`src/hdl/toh_pkg.sv`:
```
// shared constants, types and codes for the tile occupancy hysteresis block
// no dependencies

package toh_pkg;

  // sensor and tile grid
  localparam int unsigned PIXEL_COLS = 101;
  localparam int unsigned PIXEL_ROWS = 101;
  localparam int unsigned TILE_COLS  = 31;
  localparam int unsigned TILE_ROWS  = 31;
  localparam int unsigned TILE_COUNT = TILE_COLS * TILE_ROWS;
  localparam int unsigned IDX_W      = $clog2(TILE_COUNT);

  // field widths
  localparam int unsigned COORD_W  = 7;
  localparam int unsigned VALUE_W  = 16;
  localparam int unsigned TILE_W   = 5;
  localparam int unsigned SUM_W    = 24;
  localparam int unsigned MEM_W    = SUM_W + 1;

  // configuration port
  localparam int unsigned CFG_IDX_W  = 1;
  localparam int unsigned CFG_DATA_W = 24;
  localparam logic [CFG_IDX_W-1:0] CFG_FIRE  = 1'b0;
  localparam logic [CFG_IDX_W-1:0] CFG_REARM = 1'b1;
  localparam logic [CFG_DATA_W-1:0] FIRE_RESET  = 24'd2200;
  localparam logic [CFG_DATA_W-1:0] REARM_RESET = 24'd250;

  // operation codes
  localparam logic OP_ADD    = 1'b0;
  localparam logic OP_SETTLE = 1'b1;

  // coordinate mapping: round(c * tiles / pixels) as a reciprocal multiply
  localparam int unsigned MAP_NUM_W = 16;
  localparam int unsigned MAP_MUL_W = 18;
  localparam int unsigned MAP_SHIFT = 24;
  localparam int unsigned MAP_MUL_COL = ((2**MAP_SHIFT) + 2*PIXEL_COLS - 1) / (2*PIXEL_COLS);
  localparam int unsigned MAP_MUL_ROW = ((2**MAP_SHIFT) + 2*PIXEL_ROWS - 1) / (2*PIXEL_ROWS);

  // queue between front and back
  localparam int unsigned Q_DEPTH = 4;
  localparam int unsigned Q_PTR_W = $clog2(Q_DEPTH);

  typedef struct packed {
    logic               op;
    logic [TILE_W-1:0]  row;
    logic [TILE_W-1:0]  col;
    logic [VALUE_W-1:0] value;
  } q_entry_t;

  typedef struct packed {
    logic full;
    logic nonempty;
  } q_status_t;

  typedef struct packed {
    logic clearing;
  } back_status_t;

  typedef struct packed {
    logic [SUM_W-1:0] fire;
    logic [SUM_W-1:0] rearm;
  } thr_t;

  typedef struct packed {
    logic [TILE_W-1:0] row;
    logic [TILE_W-1:0] col;
  } res_t;

endpackage

```
`src/hdl/toh_if.sv`:
```
// item channel interfaces for the input and result sides
// depends on toh_pkg

interface toh_in_if import toh_pkg::*; ();
  logic               valid;
  logic               ready;
  logic               operation;
  logic [COORD_W-1:0] pixel_col;
  logic [COORD_W-1:0] pixel_row;
  logic [VALUE_W-1:0] pixel_value;

  modport source (output valid, output operation, output pixel_col, output pixel_row,
                  output pixel_value, input ready);
  modport sink (input valid, input operation, input pixel_col, input pixel_row,
                input pixel_value, output ready);
endinterface


```
`src/hdl/toh_front.sv`:
```
// front end: accepts items, maps pixels to tiles, assigns sweep tiles to settles
// depends on toh_pkg and toh_if

module toh_front import toh_pkg::*; (
  input  logic         clk,
  input  logic         rst_n,
  toh_in_if.sink       in_chan,
  input  q_status_t    q_stat,
  input  back_status_t back_stat,
  output logic         push,
  output q_entry_t     push_entry
);

  logic [TILE_W-1:0] sw_row_r, sw_row_nxt;
  logic [TILE_W-1:0] sw_col_r, sw_col_nxt;
  logic              accept;
  logic              is_settle;

  function automatic logic [TILE_W-1:0] map_axis(
    input logic [COORD_W-1:0]   c,
    input int unsigned          tiles,
    input int unsigned          pixels,
    input logic [MAP_MUL_W-1:0] mul
  );
    logic [MAP_NUM_W-1:0]           num;
    logic [MAP_NUM_W+MAP_MUL_W-1:0] prod;
    logic [MAP_NUM_W+MAP_MUL_W-1:0] q;
    num  = MAP_NUM_W'({c, 1'b0}) * MAP_NUM_W'(tiles) + MAP_NUM_W'(pixels);
    prod = (MAP_NUM_W+MAP_MUL_W)'(num) * (MAP_NUM_W+MAP_MUL_W)'(mul);
    q    = prod >> MAP_SHIFT;
    if (q > (MAP_NUM_W+MAP_MUL_W)'(tiles - 1)) begin
      q = (MAP_NUM_W+MAP_MUL_W)'(tiles - 1);
    end
    return TILE_W'(q);
  endfunction

  assign in_chan.ready = !q_stat.full && !back_stat.clearing;
  assign accept        = in_chan.valid && in_chan.ready;
  assign is_settle     = (in_chan.operation == OP_SETTLE);
  assign push          = accept;

  always_comb begin
    push_entry.op    = in_chan.operation;
    push_entry.value = in_chan.pixel_value;
    if (is_settle) begin
      push_entry.row = sw_row_r;
      push_entry.col = sw_col_r;
    end else begin
      push_entry.row = map_axis(in_chan.pixel_row, TILE_ROWS, PIXEL_ROWS,
                                MAP_MUL_W'(MAP_MUL_ROW));
      push_entry.col = map_axis(in_chan.pixel_col, TILE_COLS, PIXEL_COLS,
                                MAP_MUL_W'(MAP_MUL_COL));
    end
  end

  // sweep position kept as row and column, row-major
  always_comb begin
    sw_row_nxt = sw_row_r;
    sw_col_nxt = sw_col_r;
    if (accept && is_settle) begin
      if (sw_col_r == TILE_W'(TILE_COLS - 1)) begin
        sw_col_nxt = '0;
        sw_row_nxt = (sw_row_r == TILE_W'(TILE_ROWS - 1)) ? '0 : sw_row_r + 1'b1;
      end else begin
        sw_col_nxt = sw_col_r + 1'b1;
      end
    end
  end

  always_ff @(posedge clk) begin
    if (!rst_n) begin
      sw_row_r <= '0;
      sw_col_r <= '0;
    end else begin
      sw_row_r <= sw_row_nxt;
      sw_col_r <= sw_col_nxt;
    end
  end

endmodule

```
`src/flat_wrapper.sv`:
```
// flat-port wrapper written by rule: the top's interface ports become plain ports
module toh_front_flat import toh_pkg::*;
  (clk, rst_n, q_stat, back_stat, push, push_entry, in_chan_valid, in_chan_operation, in_chan_pixel_col, in_chan_pixel_row, in_chan_pixel_value, in_chan_ready);
  toh_in_if in_chan_i ();
  input  logic clk;
  input  logic rst_n;
  input  q_status_t q_stat;
  input  back_status_t back_stat;
  output logic push;
  output q_entry_t push_entry;
  input wire logic [$bits(in_chan_i.valid)-1:0] in_chan_valid;
  input wire logic [$bits(in_chan_i.operation)-1:0] in_chan_operation;
  input wire logic [$bits(in_chan_i.pixel_col)-1:0] in_chan_pixel_col;
  input wire logic [$bits(in_chan_i.pixel_row)-1:0] in_chan_pixel_row;
  input wire logic [$bits(in_chan_i.pixel_value)-1:0] in_chan_pixel_value;
  output wire logic [$bits(in_chan_i.ready)-1:0] in_chan_ready;
  assign in_chan_i.valid = in_chan_valid;
  assign in_chan_i.operation = in_chan_operation;
  assign in_chan_i.pixel_col = in_chan_pixel_col;
  assign in_chan_i.pixel_row = in_chan_pixel_row;
  assign in_chan_i.pixel_value = in_chan_pixel_value;
  assign in_chan_ready = in_chan_i.ready;
  toh_front u_core (.clk(clk), .rst_n(rst_n), .in_chan(in_chan_i), .q_stat(q_stat), .back_stat(back_stat), .push(push), .push_entry(push_entry));
endmodule
```
`config.mk`:
```
export PLATFORM = sky130hd
export DESIGN_NAME = toh_front_flat
export DESIGN_NICKNAME = d
export VERILOG_FILES = /design/src/hdl/toh_pkg.sv /design/src/hdl/toh_if.sv /design/src/hdl/toh_front.sv /design/src/flat_wrapper.sv
export SDC_FILE = /design/constraint.sdc
export NUM_CORES = 1
export LEC_CHECK = 0
export BUFFER_PORTS_ARGS = -buffer_cell sky130_fd_sc_hd__buf_2
export CAP_MARGIN = 30
export CORE_MARGIN = 2
export CORE_UTILIZATION = 34
export CTS_CLUSTER_SIZE = 24
export DETAILED_ROUTE_END_ITERATION = 16
export GPL_TIMING_DRIVEN = 0
export PLACE_DENSITY = 0.48
export SYNTH_ARGS = -nofsm -noshare
export SYNTH_HDL_FRONTEND = slang
export SYNTH_SLANG_ARGS = --single-unit
```
`constraint.sdc`:
```
create_clock -name clk -period 19.5 [get_ports clk]
set_input_delay 0 -clock clk [delete_from_list [all_inputs] [get_ports clk]]
set_output_delay 0 -clock clk [all_outputs]
set_load 0.005 [all_outputs]
```
==> results.md, run 1 <==
* Post-Route Setup TNS at 0 ns
* Fmax at 110 MHz
* Die Ht at about 160 um
* CP peak stage delay at 0.56 ns
* H-tree Lvls at 1
* Final setup viols at 0
* Placeable Area at 23500 um^2
* YS warnings at 0
* Post-CTS Setup Bufs at 0
* Root Driver: clkbuf_16
* CTS tree: yes
* Initial DRC count at 81
* Mapped Area at 8130 um^2
* Gpl congestion at approximately 0.73
* Endpoint, Worst Hold: u_core.sw_row_r[4]
* Latest clock arrival within the worst-skew pair at 0.24 ns
* Gr usage total at 0.120
* Worst Path Buf+Inv at 10
* Crit path DAT at 9.12 ns
* Placement row count at 56
* Clock transition at the registers of the reported paths at around 0.04 ns
* Die ar. at between 20000 and 30000 um^2
* WP depth at 35
* Crit path kind: in2out
* I/O Buffers at 48
* Most used cell, CP: inv_1
* Slew HR at 0.394
* Endpoint class of the critical path: output port
* Mapped Cells at 897
* I/O pin count at 66
* Vias at 5585
* Final Critical Period at 9.12 ns
* #FFs+latches synth at 10
* CTS Sinks at 10
* Unique masters post-synth at 56
* Most common cell after layout, fill and taps aside: ha_1
* Hold depth at 2
* NumNets Final at 1331
* Final slew viol count at 0
* Critical Path Fanout Max at 6
* Setup Skew at 0.000915 ns
* Period utilization at 0.468
* Final ANT Viol Nets at 0
* Die Wd at approximately 160 um
* R2R Setup Slk at 17.97 ns
* Number of synthesized flops with an enable pin at 0
* First-pass GRT wire length at 25.1 mm
* CTS Hold Bufs at 0
* First-pass DRT Iterations at 4
* Min-Delay Path Class: in2reg
* Pin count of the biggest net entering global routing at 11
* Hold_sp: rst_n
* DRC at 0
* RSZ-0062 raised after global routing: false
* Antenna violations before repair at 0
* CP startpoint kind: input pin
* WL final at about 14 mm
* FFs w/ async S/R, synth at 0
* Final hold violation count at 0
* Most frequent cells in the layout: ha_1, inv_1, fa_1, buf_2, nor2_1
* CTS resizes at 0
* Total global routing overflow at 0
* Area contributors post-synth: ha_1, fa_1, inv_1
* Area Growth Syn to Fin at 8.96%
* Status: finished clean
* Crit path max-delay family: adder cells
* Max Cap Viol at 0
* Ant diodes at 0
* Register area share after synthesis at 0.0246
* Vias/cell at 4.40
* Post-synth top area cell: ha_1
* Critical Path RT at 19.50 ns
* Vias in the first global route at between 5000 and 6000
* Share of layout cells above drive strength 1 at 0.0864
* Share of the synthesized area in the top cell type at 0.385
* Worst reg2reg endpoint: u_core.sw_row_r[4]
* Net Count, Synth at 1278
* HPWL after DPL at approximately 13 mm
* Least-Margin Pin Slew at 0.902 ns
* CTS buffer count at 3
* Dominant synthesized flop cell: dfxtp_1
* Slowest CP cell: or4b_4
* Routed WL per cell at 11.3 um
* Worst flop-to-flop path startpoint: u_core.sw_col_r[2]
* Syn avg cell area at 9.07 um^2
* Fillers at 2421
* CTS Buffer Depth at 2
* Initial Util at 0.346
* Reg2reg path depth at 6
-- flip-flops by register name, summed over array words and instances, names as in the netlist --
signal,count
u_core.sw_row_r,5
u_core.sw_col_r,5
-- through the flow --
stage / instances / util / setup slack, ns / hold slack, ns / cell area, um^2
global route: 1268 / 0.377 / 9.70 / 0.0725 / 8860
finish: 1268 / 0.377 / 10.38 / 0.0445 / 8860
global placement: 1264 / 0.374 / 10.32 / 0.167 / 8770
CTS: 1268 / 0.377 / 10.27 / 0.0448 / 8860
floorplan: 897 / - / 11.35 / 0.0363 / 8130
detailed placement: 1264 / 0.374 / 10.28 / 0.166 / 8770
-- worst reg2reg max path: stages (launching register included) --
cell and delay (ns):
dfxtp_1 0.30, inv_1 0.07, nor2_1 0.19, nand4_1 0.24, o41ai_1 0.35, o21ai_0 0.12
and2_1 0.16
-- area by class of cell --
type / count / area [um^2] / area share
flip-flops and latches: 10 / 200 / 0.0226
inverters: 237 / 890 / 0.100
repair buffers: 48 / 240 / 0.0271
multi-input cells: 630 / 6900 / 0.779
plain buffers: 20 / 139 / 0.0157
well taps: 319 / 399 / 0.0451
clock buffers: 4 / 88.8 / 0.0100
-- routing by layer --
layer  share of wire  routed length (um)  vias up  GRT usage
met5               0                   0        -          0
met2            0.47                6730       49      0.216
met3           0.020                 283        5    0.00599
met4          0.0031                  45        0    0.00901
met1            0.51                7280     2517      0.166
li1                -                   -     3014          -
-- Yosys cell counts (all sizes together) (10+ instances only) --
library cell / number
nor3: 10
xnor2: 31
fa: 94
nor2: 34
inv: 237
buf: 17
ha: 250
xor2: 27
nand3: 12
nand2: 23
a211oi: 10
dfxtp: 10
a21oi: 24
a21o: 17
o21ai: 19
-- how the worst max path moves through the flow --
stage	from	to
floorplan	in_chan_pixel_row[0]	push_entry[21]
global placement	in_chan_pixel_row[0]	push_entry[21]
detailed placement	in_chan_pixel_row[0]	push_entry[21]
CTS	in_chan_pixel_row[0]	push_entry[21]
global route	in_chan_pixel_row[0]	push_entry[21]
finish	in_chan_pixel_row[0]	push_entry[21]
-- cells by family (layout without fill, tap and decap cells) --
family	Yosys count	count (layout)	synth area share
AOI/OAI and AO/OA	112	112	0.0983
xor gates and xnor gates	58	58	0.0625
adders and majority gates	344	344	0.616
buffers and inverters	257	309	0.126
DFF	10	10	0.0246
muxes	1	1	0.00123
and+or+nand+nor	115	115	0.0708
Power of run 1 is not shown: default switching activity piles up to over one toggle a cycle in this logic, so the estimate is an artifact.
==> run 2: changes to the inputs <==
Settings changed: ABC_AREA from default to 1.
Clock period 19.5 ns to 9.41 ns, I/O delays scaled along.
==> run 2 against run 1 <==
Against the previous run: first-iteration DRC count grew 140%; utilization shrank 0.40 points; via count grew 39%; critical path depth grew 9; critical path type unchanged; area after synthesis grew 18%; die area grew 17%; register-to-register slack lost 10 ns; clock skew grew 0.0021 ns; routed wire length grew 36%; largest cell class unchanged; setup slack lost 8.8 ns; critical endpoint is now push_entry[20].
==> results.md, run 2 <==
* Crit path kind: in2out
* Post-synth top area cell: ha_1
* Post-synth top cells: inv_1, nand2_1, ha_1
* Post-Route Setup TNS at 0 ns (unchanged)
* Gr usage total at 0.143 (+0.0225)
* HPWL after DPL at 18.3 mm (+39%)
* Multi-input gate area at 7820 um^2 (+13%)
* H-tree Lvls at 1 (unchanged)
* Most common cell after layout, fill and taps aside: inv_1
* Reg2reg path depth at 7 (+1)
* Dominant synthesized flop cell: dfxtp_1
* Clock transition at the registers of the reported paths at 0.04 ns (about the same)
* Final setup viols at 0 (unchanged)
* Least-Margin Pin Slew at 0.748 ns (-0.154 ns)
* Max Cap Viol at 0 (unchanged)
* I/O Buffers at 47 (-2.1%)
* #FFs+latches synth at 10 (unchanged)
* First-pass DRT Iterations at 5 (+1)
* WL final at 19.5 mm (+36%)
* Register area share after synthesis at 0.0209 (-0.00369)
* CP peak stage delay at 0.59 ns (+0.03 ns)
* Area contributors post-synth: ha_1, fa_1, inv_1
* Crit path DAT at 7.86 ns (-1.26 ns)
* Setup crit end: push_entry[20]
* CP startpoint: in_chan_pixel_col[0]
* DP Area at 10300 um^2 (+17%)
* Syn avg cell area at 7.14 um^2 (-21%)
* First-pass GRT wire length at 35.1 mm (+40%)
* Adder-cell share of the synthesized area at 0.524 (-0.0923)
* CTS tree: yes
* Unique masters post-synth at 43 (-23%)
* Count leader, synth: inv_1
* Setup Skew at 0.00304 ns (+0.00212 ns)
* Placement row count at 61 (+8.9%)
* Antenna violations before repair at 0 (unchanged)
* Synth Area in Compound Gates at 0.0519 (-0.0464)
* Vias in the first global route at 7917 (+42%)
* Fmax at 127 MHz
* Largest registers: u_core.sw_col_r x5, u_core.sw_row_r x5
* Post-route design area at 10300 um^2 (+17%)
* Most used cell, CP: nand2_1
* Vias at 7750 (+39%)
* RSZ-0062 raised after global routing: false
* Critical Path Fanout Max at 6 (unchanged)
* Non-Filler Instances at 1767 (+39%)
* Worst flop-to-flop path startpoint: u_core.sw_col_r[0]
* Number of synthesized flops with an enable pin at 0 (unchanged)
* DRC at 0 (unchanged)
* R2R Setup Slk at 7.89 ns (-10.08 ns)
* Endpoint class of the critical path: output port
* Mux contribution to synthesized area at 0 (-0.00123)
* Routed WL per cell at 11.0 um (-2.6%)
* Share of layout cells above drive strength 1 at 0.0763 (-0.0101)
* Period utilization at 0.836
* Mapped Area at 9560 um^2 (+18%)
* Post-CTS Setup Bufs at 0 (unchanged)
* Post-synthesis simple-gate area fraction at 0.213 (+0.142)
* Vias/cell at 4.39 (-0.42%)
* Status: finished clean
* Slew HR at 0.500 (+0.105)
* Latest clock arrival within the worst-skew pair at 0.23 ns (about the same)
* CP startpoint kind: input pin
* CTS Sinks at 10 (unchanged)
* Final hold violation count at 0 (unchanged)
* Final ANT Viol Nets at 0 (unchanged)
* Final Critical Period at between 7 and 8 ns
* CTS resizes at 0 (unchanged)
* CTS buffer count at 3 (unchanged)
* Total global routing overflow at 0 (unchanged)
* Initial DRC count at 195 (+140%)
* Fin Hold WS at 0.0735 ns (+0.0290 ns)
* Fillers at 3042 (+26%)
* Min-Delay Path Class: in2reg
* Final slew viol count at 0 (unchanged)
* FFs w/ async S/R, synth at 0 (unchanged)
* Slowest CP cell: fa_1
* CTS Buffer Depth at 2 (unchanged)
* Ant diodes at 0 (unchanged)
* Storage element area at 200 um^2 (unchanged)
* Area Growth Syn to Fin at 8.19%
* Placeable Area at 27700 um^2 (+18%)
* Net Count, Synth at 1720 (+35%)
* Die Ht at 172 um (+8.2%)
* Hold_sp: rst_n
* YS warnings at 0 (unchanged)
* I/O pin count at 66 (unchanged)
* Share of the synthesized area in the top cell type at 0.327 (-0.0576)
* Die Wd at 172 um (+8.2%)
* Die ar. at 29500 um^2 (+17%)
* Mapped Cells at 1339 (+49%)
* Post-Place Cells at 1764 (+40%)
* Worst reg2reg endpoint: u_core.sw_row_r[4]
* Critical Path RT at 9.41 ns (-10.09 ns)
* NumNets Final at 1772 (+33%)
* Pin count of the biggest net entering global routing at 11 (unchanged)
* Initial Util at 0.345 (-0.00122)
* Root Driver: clkbuf_16
* Xor-xnor portion of the synthesized cell area at 0.0286 (-0.0338)
* Most frequent cells in the layout: inv_1, nand2_1, ha_1, fa_1, nor2_1
* Gpl congestion at 0.803 (+10%)
* Largest family of logic cells by synthesized area: adder cells
* CTS Hold Bufs at 0 (unchanged)
==> run 2: worst min path at each step <==
| stage | to | slack (ns) | depth (start not counted) |
|---|---|---|---|
| 6_report | u_core.sw_row_r[1] | 0.07 | 3 |
| 5_1_grt | u_core.sw_row_r[1] | 0.09 | 3 |
| 4_1_cts | u_core.sw_row_r[1] | 0.07 | 3 |
| 3_5_place_dp | push_entry[3] | 0.17 | 2 |
| 3_3_place_gp | push_entry[1] | 0.17 | 2 |
| 2_1_floorplan | in_chan_ready | 0.03 | 1 |
==> run 2: final cells by class <==
cell class                      count  area share
Multi-Input combinational cell    936       0.756
Timing Repair Buffer               47      0.0227
Clock buffer                        3     0.00726
Tap cell                          378      0.0457
Sequential cell                    10      0.0193
Buffer                             19      0.0131
Inverter                          374       0.136
==> run 2: critical path: cells and delay by family <==
kind            cells  cell delay [ns]
fa+ha+maj          10             4.42
simple gates       17             1.74
buf+inv            13             1.12
compound gates      4             0.54
==> run 2: cell families (layout without fill, tap and decap cells) <==
logic type | count (synthesis) | in the layout
AO/OA/AOI/OAI | 86 | 86
XOR/XNOR | 27 | 27
adder cells (fa/ha/maj) | 344 | 344
buffers and inverters | 393 | 443
flip-flops | 10 | 10
AND/OR/NAND/NOR | 479 | 479
==> run 2: routing by layer <==
metal,part of all wire,track usage,wire length (um)
met5,0,0,0
met4,0.0050,0.0114,97
met3,0.010,0.00276,204
met2,0.46,0.256,8930
met1,0.53,0.200,10200
==> run 2: per-stage QoR <==
stage                     utilization  worst slack, ns
after floorplan                     -             2.63
after global placement          0.371             1.54
after CTS                       0.373             1.48
final                           0.373             1.55
after detailed placement        0.371             1.50
after global routing            0.373            0.915
Power of run 2 is left out for the same reason.
