===== config.mk =====
export PLATFORM = sky130hd
export DESIGN_NAME = toh_queue
export DESIGN_NICKNAME = d
export VERILOG_FILES = /design/src/hdl/toh_pkg.sv /design/src/hdl/toh_queue.sv
export SDC_FILE = /design/constraint.sdc
export NUM_CORES = 1
export LEC_CHECK = 0
export BUFFER_PORTS_ARGS = -buffer_cell sky130_fd_sc_hd__buf_2
export CAP_MARGIN = 20
export CORE_AREA = 5 5 99 101
export CTS_BUF_LIST = sky130_fd_sc_hd__clkbuf_8
export CTS_CLUSTER_DIAMETER = 30
export DETAILED_ROUTE_END_ITERATION = 10
export DIE_AREA = 0 0 104 106
export PLACE_DENSITY_LB_ADDON = 0.25
export SLEW_MARGIN = 0
export SYNTH_ARGS = -nofsm -noshare
export SYNTH_HDL_FRONTEND = slang
export SYNTH_SLANG_ARGS = --single-unit

===== constraint.sdc =====
create_clock -name clk -period 2.2 [get_ports clk]
set_input_delay 0.33 -clock clk [delete_from_list [all_inputs] [get_ports clk]]
set_output_delay 0.33 -clock clk [all_outputs]
set_load 0.03 [all_outputs]

===== src/hdl/toh_pkg.sv =====
// shared constants, types and codes for the tile occupancy hysteresis block
// no dependencies

package toh_pkg;

  // sensor and tile grid
  localparam int unsigned PIXEL_COLS = 101;
  localparam int unsigned PIXEL_ROWS = 101;
  localparam int unsigned TILE_COLS  = 31;
  localparam int unsigned TILE_ROWS  = 31;
  localparam int unsigned TILE_COUNT = TILE_COLS * TILE_ROWS;
  localparam int unsigned IDX_W      = $clog2(TILE_COUNT);

  // field widths
  localparam int unsigned COORD_W  = 7;
  localparam int unsigned VALUE_W  = 16;
  localparam int unsigned TILE_W   = 5;
  localparam int unsigned SUM_W    = 24;
  localparam int unsigned MEM_W    = SUM_W + 1;

  // configuration port
  localparam int unsigned CFG_IDX_W  = 1;
  localparam int unsigned CFG_DATA_W = 24;
  localparam logic [CFG_IDX_W-1:0] CFG_FIRE  = 1'b0;
  localparam logic [CFG_IDX_W-1:0] CFG_REARM = 1'b1;
  localparam logic [CFG_DATA_W-1:0] FIRE_RESET  = 24'd2200;
  localparam logic [CFG_DATA_W-1:0] REARM_RESET = 24'd250;

  // operation codes
  localparam logic OP_ADD    = 1'b0;
  localparam logic OP_SETTLE = 1'b1;

  // coordinate mapping: round(c * tiles / pixels) as a reciprocal multiply
  localparam int unsigned MAP_NUM_W = 16;
  localparam int unsigned MAP_MUL_W = 18;
  localparam int unsigned MAP_SHIFT = 24;
  localparam int unsigned MAP_MUL_COL = ((2**MAP_SHIFT) + 2*PIXEL_COLS - 1) / (2*PIXEL_COLS);
  localparam int unsigned MAP_MUL_ROW = ((2**MAP_SHIFT) + 2*PIXEL_ROWS - 1) / (2*PIXEL_ROWS);

  // queue between front and back
  localparam int unsigned Q_DEPTH = 4;
  localparam int unsigned Q_PTR_W = $clog2(Q_DEPTH);

  typedef struct packed {
    logic               op;
    logic [TILE_W-1:0]  row;
    logic [TILE_W-1:0]  col;
    logic [VALUE_W-1:0] value;
  } q_entry_t;

  typedef struct packed {
    logic full;
    logic nonempty;
  } q_status_t;

  typedef struct packed {
    logic clearing;
  } back_status_t;

  typedef struct packed {
    logic [SUM_W-1:0] fire;
    logic [SUM_W-1:0] rearm;
  } thr_t;

  typedef struct packed {
    logic [TILE_W-1:0] row;
    logic [TILE_W-1:0] col;
  } res_t;

endpackage


===== src/hdl/toh_queue.sv =====
// small fifo of classified items between front and back
// depends on toh_pkg

module toh_queue import toh_pkg::*; (
  input  logic      clk,
  input  logic      rst_n,
  input  logic      push,
  input  q_entry_t  push_entry,
  input  logic      pop,
  output q_entry_t  head,
  output q_status_t stat
);

  q_entry_t           buf_r [Q_DEPTH];
  logic [Q_PTR_W-1:0] wp_r, rp_r;
  logic [Q_PTR_W:0]   cnt_r;

  assign head          = buf_r[rp_r];
  assign stat.full     = (cnt_r == (Q_PTR_W+1)'(Q_DEPTH));
  assign stat.nonempty = (cnt_r != '0);

  always_ff @(posedge clk) begin
    if (push) begin
      buf_r[wp_r] <= push_entry;
    end
  end

  always_ff @(posedge clk) begin
    if (!rst_n) begin
      wp_r  <= '0;
      rp_r  <= '0;
      cnt_r <= '0;
    end else begin
      if (push) begin
        wp_r <= wp_r + 1'b1;
      end
      if (pop) begin
        rp_r <= rp_r + 1'b1;
      end
      priority if (push && !pop) begin
        cnt_r <= cnt_r + 1'b1;
      end else if (pop && !push) begin
        cnt_r <= cnt_r - 1'b1;
      end else begin
        cnt_r <= cnt_r;
      end
    end
  end

endmodule


==> key figures, run 1 <==
Outcome
  • Result of the run: finished, final reports clean

Synth
  • Compound-cell area share of the yosys netlist: 0.00285
  • Synth Net Count: about 220
  • Syn Inst Count: approximately 180
  • Mux contribution to synthesized area: 0.149
  • Simple-gate portion of the synthesized area: 0.0211
  • Post-Synth Adder-Cell Area: 0.0188
  • Synth cell types: 20
  • Post-synth EDFFs: roughly 110
  • Async S/R FF share, synth: 0
  • Yosys warning total: 0
  • Xor/xnor cell area share of the yosys netlist: 0.00997
  • FF+latch count, synth: between 100 and 150
  • Seq/Total Area, Yosys: 0.780
  • Main synth FF type: edfxtp_1
  • Main combinational cell family by area after synthesis: multiplexers
  • Avg Inst Size Synth: about 24 sq um
  • Mapped Area: approximately 0.0044 sq mm

Place
  • Post-DP HPWL: between 4 and 5 mm
  • Placed Instance Area: 0.00484 sq mm
  • Final GP Congestion: 0.700
  • Placed cells: roughly 360
  • Port Buf Inserts: 59

Routing
  • DR pass1 iterations: 5
  • Drt initial violations: 54
  • Routed vias/inst: 5.12
  • Residual DRC: 0
  • Post-Route WL: just over 7 mm
  • Drt wl/cell: approximately 18 um
  • Vias: between 2000 and 2500
  • Count of antenna-violating nets left after detailed routing: 0

Finish
  • Final Cell Area: ~0.0053 sq mm
  • Nets: roughly 310
  • Most common cell after layout, fill and taps aside: edfxtp_1
  • Area growth, synth to finish: 21.1%
  • Fin cells: between 300 and 400
  • Commonest cells after routing, fill and taps aside: 108 x edfxtp_1, 59 x buf_2, 20 x mux4_2
  • Layout cell share with drive strength beyond 1: 0.444
  • Antenna Cells: 0
  • Fill cell count: approximately 640

Die
  • Row Count: 35
  • IO Count: 60
  • Starting Density: 0.491
  • Core box area: 0.00893 sq mm
  • Die area: 0.0110 sq mm
  • Die Y: ~110 um
  • Die Wd: roughly 100 um

Critical path
  • Worst-path cell chain: buf_12 -> mux4_2 -> buf_2
  • Cell family with most CP delay: multiplexers
  • Worst EP arrival: about 1.8 ns
  • Worst EP required: approximately 1.9 ns
  • WP buf/inv: 2
  • Max stage delay on crit path: 0.53 ns
  • Worst Setup End Kind: output pin
  • Slowest cell on crit path: mux4_2
  • CP Launch Type: flop
  • Crit Path Max Fanout: 14
  • Critical path class: flop to output pin

GRT
  • Largest net degree at the start of global routing: 28
  • GRT Util Overall: 0.140
  • Vias in the first global route: 2199
  • Initial antenna violation count: 0
  • Grt total ovfl: 0
  • First-pass GRT wire length: 11.5 mm

CTS
  • Clock-pin slew on the worst setup and hold paths: around 0.07 ns
  • H-tree depth: 4
  • CTS Buf Count: 17
  • Hold buffer count at CTS: 0
  • CTS Sinks: 117
  • CTS max path bufs: 2
  • Clock latency on the worst-skew pair: approximately 0.42 ns
  • CTS root buffer: clkbuf_8
  • CTS tree: done

Timing
  • Worst slew margin: 0.552
  • Slew Viols, Final: 0
  • Final Hold Fails: 0
  • Worst-Margin Slew: around 0.67 ns
  • RSZ-0062 raised after global routing: no
  • Post-route setup TNS: 0 ns
  • Min Clock Period, post-route: between 2 and 2.5 ns
  • F_max: around 0.48 GHz
  • Tcrit/Tclk final: 0.953
  • Worst Clk Skew: a little under 0.009 ns
  • # setup viols final: 0

Pwr
  • Worst vdd ir: 520 uV
  • Total power: about 5.2 mW
  • Pwr/cell area: between 900 and 1000 mW/mm^2
  • Leakage: ~1.9 nW

Flow run
  • Max Cap Viol: 0

Worst hold path
  • Hold crit path type: primary input to flop
-- cell usage after synthesis (2+ instances only) --
cell      number  share of area
and2_1         9          0.013
buf_12         2         0.0091
buf_2          3         0.0034
dfxtp_1        9          0.041
edfxtp_1     108           0.74
ha_1           5          0.014
inv_1          4         0.0034
mux2i_1        2         0.0046
mux4_1         7          0.042
mux4_2        20           0.10
nor2b_1        2         0.0028
or3_1          2         0.0028
xnor2_1        2         0.0040
xor2_1         3         0.0060
-- where the power goes --
group	switching, mW	internal [mW]
sequential	0.0423	2.55
combinational	0.380	0.257
clock	0.816	1.18
total	1.24	3.98
-- path summary, 6_finish.rpt --
path | cells after the start | slack [ns] | startpoint | end
hold reg to reg | 2 | 0.52 | cnt_r[2] | cnt_r[2]
setup reg to reg | 4 | 0.52 | wp_r[0] | buf_r[2][11]
hold / removal | 1 | 0.12 | push_entry[17] | buf_r[0][17]
setup / recovery | 3 | 0.10 | flop | head[20]
-- worst register-to-register path, stage by stage (launching register included) --
cell and delay, ns:
dfxtp_1 0.35, inv_1 0.10, ha_1 0.14, and2_1 0.56, buf_12 0.24
-- through the flow --
stage / hold WS, ns / utilization / setup WS, ns
6_report: 0.123 / 0.595 / 0.104
3_5_place_dp: 0.519 / 0.542 / 0.350
3_3_place_gp: 0.499 / 0.542 / 0.390
2_1_floorplan: 0.429 / - / 0.593
5_1_grt: 0.0888 / 0.595 / 0.00154
4_1_cts: 0.0876 / 0.589 / 0.0186
-- flip-flops by register name (all words and copies together), names as in the netlist, named ones only --
name	flops
rp_r	2
wp_r	2
buf_r	108
cnt_r	3
-- cells by family (layout without fill, tap and decap cells) --
family	count (synthesis)	count (layout)
flops	117	117
mux	29	29
simple gates	15	15
buf+inv	10	110
fa+ha+maj	6	6
xor+xnor	5	5
compound gates	2	2
-- final cells by class --
class	count	area, sq um	share of cell area
well taps	111	139	0.0261
inverters	4	15.0	0.00282
repair buffers	74	433	0.0814
clock buffers	19	262	0.0492
clock inverters	13	155	0.0292
flip-flops and latches	117	3430	0.645
multi-input cells	57	886	0.167
-- routing by layer --
| metal | wire length [um] | global-route usage | part of all wire | vias to the layer above |
|---|---|---|---|---|
| met5 | 0 | 0 | 0 | - |
| met2 | 3640 | 0.231 | 0.52 | 51 |
| met3 | 410 | 0.0595 | 0.058 | 11 |
| met1 | 2900 | 0.162 | 0.41 | 1023 |
| li1 | - | - | - | 937 |
| met4 | 94 | 0.0555 | 0.013 | 0 |
-- what timing repair did --
item / 4_1_cts / 5_1_grt
resized for setup: 1 / 0
hold endpoints to repair: 0 / 0
endpoints found under the setup margin: 19 / 11
setup buffers: 0 / 7
(Power assumes the default switching activity.)
==> inputs of run 2 (changes only) <==
Settings changed: ABC_AREA set to 1, CORE_AREA 5 5 99 101 to 5 5 100 102, DIE_AREA 0 0 104 106 to 0 0 105 107.
==> run 2 against run 1 <==
Die area is 1.9% higher. Largest power group unchanged. Wire length is 20% higher. Combinational power is 11% lower. Setup slack better by 0.093 ns. Hold slack better by 0.0054 ns.
==> key figures, run 2 <==
Outcome
  • Result of the run: finished, final reports clean

Die
  • Core box area: 0.00902 sq mm
  • Starting Density: 0.499
  • Die Y: 107 um
  • Row Count: 35
  • IO Count: 60
  • Die Wd: around 110 um
  • Die area: approximately 0.011 sq mm

Critical path
  • Worst EP required: around 1.9 ns
  • Reg2Reg Setup Slack: a little under 0.8 ns
  • Reg2reg path depth: 5
  • Critical path class: flop to output pin
  • RR Endpoint: buf_r[0][6]
  • R2r startpoint: wp_r[0]
  • CP Launch Type: flop
  • Crit Path Max Fanout: 36
  • Worst Setup End Kind: output pin
  • Worst EP arrival: between 1.5 and 2 ns

Synth
  • Top post-synthesis cells by area: edfxtp_1 72%, nor2_1 5.0%, o21ai_0 4.1%, dfxtp_1 4.0%, o22ai_1 3.8%
  • Post-synth EDFFs: between 100 and 150
  • Synth cell types: 20
  • Synth Net Count: between 300 and 400
  • Seq/Total Area, Yosys: 0.761
  • Syn Inst Count: 320
  • Async S/R FF share, synth: 0
  • FF+latch count, synth: between 100 and 150
  • Avg Inst Size Synth: roughly 14 sq um
  • Main synth FF type: edfxtp_1
  • Yosys top cell area share: 0.721
  • Mapped Area: 0.00450 sq mm
  • Yosys warning total: 0
  • Synth area leader: edfxtp_1
  • Most frequent cell after synthesis: edfxtp_1
  • Synth cell count leaders: 108 x edfxtp_1, 60 x nor2_1, 37 x o21ai_0

Timing
  • Post-route setup TNS: 0 ns
  • Min Clock Period, post-route: around 2 ns
  • # setup viols final: 0
  • Final Hold Fails: 0
  • Worst-Margin Slew: 0.420 ns
  • F_max: between 0.4 and 0.5 GHz
  • RSZ-0062 raised after global routing: no
  • Worst slew margin: 0.720
  • Slew Viols, Final: 0
  • Worst Clk Skew: 0.00277 ns
  • Tcrit/Tclk final: 0.911

Place
  • Port Buf Inserts: between 50 and 60
  • Post-DP HPWL: ~5 mm
  • Placed cells: ~480
  • Placed Instance Area: between 0.004 and 0.005 sq mm
  • Final GP Congestion: between 0.6 and 0.7

Finish
  • Most common cell after layout, fill and taps aside: edfxtp_1
  • Final Cell Area: approximately 0.0052 sq mm
  • Largest register FFs: about 110
  • Commonest cells after routing, fill and taps aside: 108 x edfxtp_1, 60 x nor2_1, 59 x buf_2
  • Layout cell share with drive strength beyond 1: 0.241
  • Area growth, synth to finish: 16.6%
  • Biggest regs: buf_r x108, cnt_r x3
  • Nets: ~430
  • Fill cell count: between 700 and 800
  • Antenna Cells: 0
  • Biggest register: buf_r
  • Fin cells: 514

Worst hold path
  • Endpoint, Worst Hold: buf_r[3][22]
  • Hold crit path type: primary input to flop
  • Hold path start: push_entry[22]
  • Hold depth: 1

GRT
  • Initial antenna violation count: 0
  • GRT Util Overall: 0.157
  • Vias in the first global route: roughly 2600
  • First-pass GRT wire length: 13.3 mm
  • Grt total ovfl: 0
  • Largest net degree at the start of global routing: 55

Routing
  • Vias: around 2600
  • Routed vias/inst: roughly 5.1
  • DR pass1 iterations: 4
  • Count of antenna-violating nets left after detailed routing: 0
  • Residual DRC: 0
  • Post-Route WL: ~8.4 mm
  • Drt wl/cell: about 16 um
  • Drt initial violations: around 140

Pwr
  • Total power: about 5 mW
  • Leakage: 1.95 nW
  • Pwr/cell area: approximately 950 mW/mm^2
  • Worst vdd ir: around 360 uV

CTS
  • H-tree depth: 4
  • Clock-pin slew on the worst setup and hold paths: approximately 0.060 ns
  • CTS root buffer: clkbuf_8
  • CTS max path bufs: 2
  • Clock latency on the worst-skew pair: between 0.4 and 0.5 ns
  • CTS Buf Count: 17
  • CTS tree: done
  • CTS Sinks: about 120

Flow run
  • Max Cap Viol: 0
==> run 2: cell types whose count changed after synthesis, moves of 11 or more <==
cell / change
nor2_1: +60
o21ai_0: +36
mux4_2: -20
inv_1: +11
o22ai_1: +27
o21ai_1: +23
==> run 2: critical path, stage by stage, from the launching register on <==
cell,delay (ns)
dfxtp_4,0.46
buf_12,0.22
o21ai_0,0.17
o22ai_1,0.19
buf_2,0.22
==> run 2: how the worst max path moves through the flow <==
stage,endpoint,start,cells after the start
5_1_grt,head[13],flop,4
4_1_cts,head[21],flop,4
3_5_place_dp,head[21],flop,4
3_3_place_gp,head[21],flop,4
6_report,head[21],flop,4
2_1_floorplan,head[10],flop,4
==> run 2: final cells by class <==
| type | instances | area [sq um] | share of cell area |
|---|---|---|---|
| well taps | 111 | 139 | 0.0265 |
| clock inverters | 15 | 148 | 0.0282 |
| multi-input cells | 170 | 851 | 0.162 |
| inverters | 17 | 76.3 | 0.0146 |
| repair buffers | 67 | 368 | 0.0702 |
| flip-flops and latches | 117 | 3430 | 0.654 |
| clock buffers | 17 | 234 | 0.0446 |
==> run 2: where the power goes <==
group          total (mW)  leakage, nW  switching [mW]  internal [mW]
registers            2.57         1.07          0.0385           2.54
clock network        1.86        0.201           0.777           1.09
logic               0.564        0.679           0.401          0.162
==> run 2: layer usage <==
metal	GRT usage	vias to the layer above	wire, um	part of all wire
met5	0	-	0	0
met4	0.0603	0	31	0.0037
met3	0.0638	2	615	0.073
met2	0.253	72	4220	0.50
met1	0.191	1248	3570	0.42
li1	-	1322	-	-
==> run 2: cells by family after synthesis <==
family / synth area share
AOI/OAI and AO/OA: 0.109
adders and majority gates: 0.0184
buffers and inverters: 0.0498
DFF: 0.761
and+or+nand+nor: 0.0620
==> run 2: per-stage QoR <==
stage               utilization  worst slack [ns]  hold slack [ns]
floorplan                     -             0.688            0.412
global placement          0.538             0.376            0.435
detailed placement        0.538             0.373            0.443
CTS                       0.580            0.0827           0.0996
global route              0.581            0.0168           0.0879
finish                    0.581             0.197            0.128
==> run 2: repair_timing <==
| action | in CTS | in global routing |
|---|---|---|
| pin swaps | 0 | 0 |
| buffers inserted | 0 | 1 |
| hold buffers | 0 | 0 |
| setup endpoints to repair | 12 | 2 |
| gates resized for setup | 2 | 0 |
==> inputs of run 3 (changes only) <==
Settings changed: CORE_AREA 5 5 100 102 to 5 5 94 96, DIE_AREA 0 0 105 107 to 0 0 99 101, SKIP_LAST_GASP set to 1.
==> run 3 against run 2 <==
Flip-flop and latch count did not move. Critical path type unchanged. Sequential share of layout area shrank 0.18 points. Via count rose by 1.4%. Global-route usage increased by 1.2 points. Fmax decreased by 2.6%. Cell count is 0.78% lower. Wire length fell by 4.3%. Clock power increased by 4%. Clock-buffer cell count is the same. Register-to-register slack lost 0.08 ns. First-iteration DRC count rose by 5.0%.
==> key figures, run 3 (synthesis gave the netlist of run 2 again) <==
Outcome
  • Result of the run: finished, final reports clean

Routing
  • Count of antenna-violating nets left after detailed routing: 0
  • Drt initial violations: 148
  • Routed vias/inst: between 5 and 6
  • Residual DRC: 0
  • DR pass1 iterations: 4
  • Vias: about 2700
  • Drt wl/cell: approximately 16 um
  • Post-Route WL: 8.08 mm

CTS
  • CTS max path bufs: 2
  • CTS tree: done
  • CTS Buf Count: 17
  • Clock-pin slew on the worst setup and hold paths: approximately 0.070 ns
  • CTS Sinks: approximately 120
  • H-tree depth: 4
  • CTS root buffer: clkbuf_8
  • Hold buffer count at CTS: 0
  • Clock latency on the worst-skew pair: between 0.4 and 0.5 ns

Timing
  • Final hold slack: approximately 0.13 ns
  • Worst Clk Skew: ~0.0054 ns
  • Tcrit/Tclk final: 0.935
  • Worst slew margin: 0.733
  • RSZ-0062 raised after global routing: no
  • Worst setup margin: approximately 0.14 ns
  • F_max: between 0.4 and 0.5 GHz
  • Min Clock Period, post-route: roughly 2.1 ns
  • # setup viols final: 0
  • Final Hold Fails: 0
  • Post-route setup TNS: 0 ns
  • Worst-Margin Slew: about 0.40 ns
  • Slew Viols, Final: 0

Die
  • Die Wd: between 90 and 100 um
  • Die area: 0.0100 sq mm
  • Core box area: between 0.007 and 0.008 sq mm
  • Die Y: around 100 um
  • IO Count: 60
  • Row Count: 33
  • Starting Density: 0.564

Place
  • Post-DP HPWL: slightly below 5 mm
  • Placed Instance Area: around 0.0048 sq mm
  • Pre-CTS worst setup slack: roughly 0.41 ns
  • Port Buf Inserts: 59
  • Final GP Congestion: 0.761
  • Placed cells: between 400 and 500

Finish
  • Multi-input logic area: 851 sq um
  • Fill cell count: roughly 560
  • Layout cell share with drive strength beyond 1: 0.249
  • Fin cells: 510
  • Final core occ: 0.660
  • FF+latch area: 0.00343 sq mm
  • Biggest register: buf_r
  • Largest register FFs: around 110
  • Final Cell Area: roughly 0.0053 sq mm
  • Nets: 429
  • Area growth, synth to finish: 16.9%
  • Most common cell after layout, fill and taps aside: edfxtp_1
  • Commonest cells after routing, fill and taps aside: 108 x edfxtp_1, 60 x nor2_1, 59 x buf_2
  • Biggest regs: buf_r x108, cnt_r x3
  • Antenna Cells: 0

GRT
  • Initial antenna violation count: 0
  • First-pass GRT wire length: between 10 and 15 mm
  • GRT Util Overall: 0.170
  • Grt total ovfl: 0
  • Largest net degree at the start of global routing: 55
  • Vias in the first global route: between 2000 and 3000

Critical path
  • Crit Path Max Fanout: 28
  • Worst Setup End Kind: output pin
  • Worst EP required: about 1.9 ns
  • Worst EP arrival: roughly 1.7 ns
  • CP Launch Type: flop
  • Critical path class: flop to output pin

Worst hold path
  • Hold crit path type: primary input to flop

Pwr
  • Worst vdd ir: roughly 530 uV
  • Pwr/cell area: between 900 and 1000 mW/mm^2
  • Leakage: just under 2 nW
  • Total power: between 5 and 6 mW

Flow run
  • Max Cap Viol: 0
## run 3: cell types whose count changed in the layout (fill, tap and decap cells not counted), sizes merged
| cell | delta |
|---|---|
| clkinv | -2 |
| buf | +2 |
| clkinvlp | +2 |
## run 3: timing repair
item	in CTS	in global routing
setup buffers	0	1
endpoints found under the hold margin	0	0
gates resized for setup	1	1
endpoints found under the setup margin	13	14
## run 3: final timing paths
| path | from | to | slack (ns) | depth (start not counted) |
|---|---|---|---|---|
| max | flop | head[17] | 0.14 | 4 |
| min | push_entry[26] | buf_r[1][26] | 0.13 | 1 |
| max reg2reg | wp_r[0] | buf_r[2][6] | 0.70 | 5 |
| min reg2reg | rp_r[1] | rp_r[1] | 0.46 | 1 |
## run 3: per-layer routing
layer  global-route usage  share of wire  up-vias
met5                    0              0        -
met4               0.0714         0.0057        0
met3               0.0588          0.055        4
met2                0.271           0.50       80
met1                0.212           0.44     1273
li1                     -              -     1325
## run 3: worst max-delay path, stage by stage, from the launching register on
cell and delay [ns]:
dfxtp_1 0.31, buf_4 0.31, o21ai_0 0.18, o22ai_1 0.25, buf_2 0.25
## run 3: where the power goes
part           internal, mW  switching, mW  leakage (nW)
Sequential             2.53         0.0342          1.07
Combinational         0.161          0.407         0.687
Clock                  1.10          0.821         0.194
Total                  3.80           1.26          1.95
## run 3: layout make-up
type,count,area share
multi-input cells,170,0.162
repair buffers,69,0.0705
well taps,105,0.0250
inverters,17,0.0150
flip-flops and latches,117,0.652
clock inverters,15,0.0312
clock buffers,17,0.0445
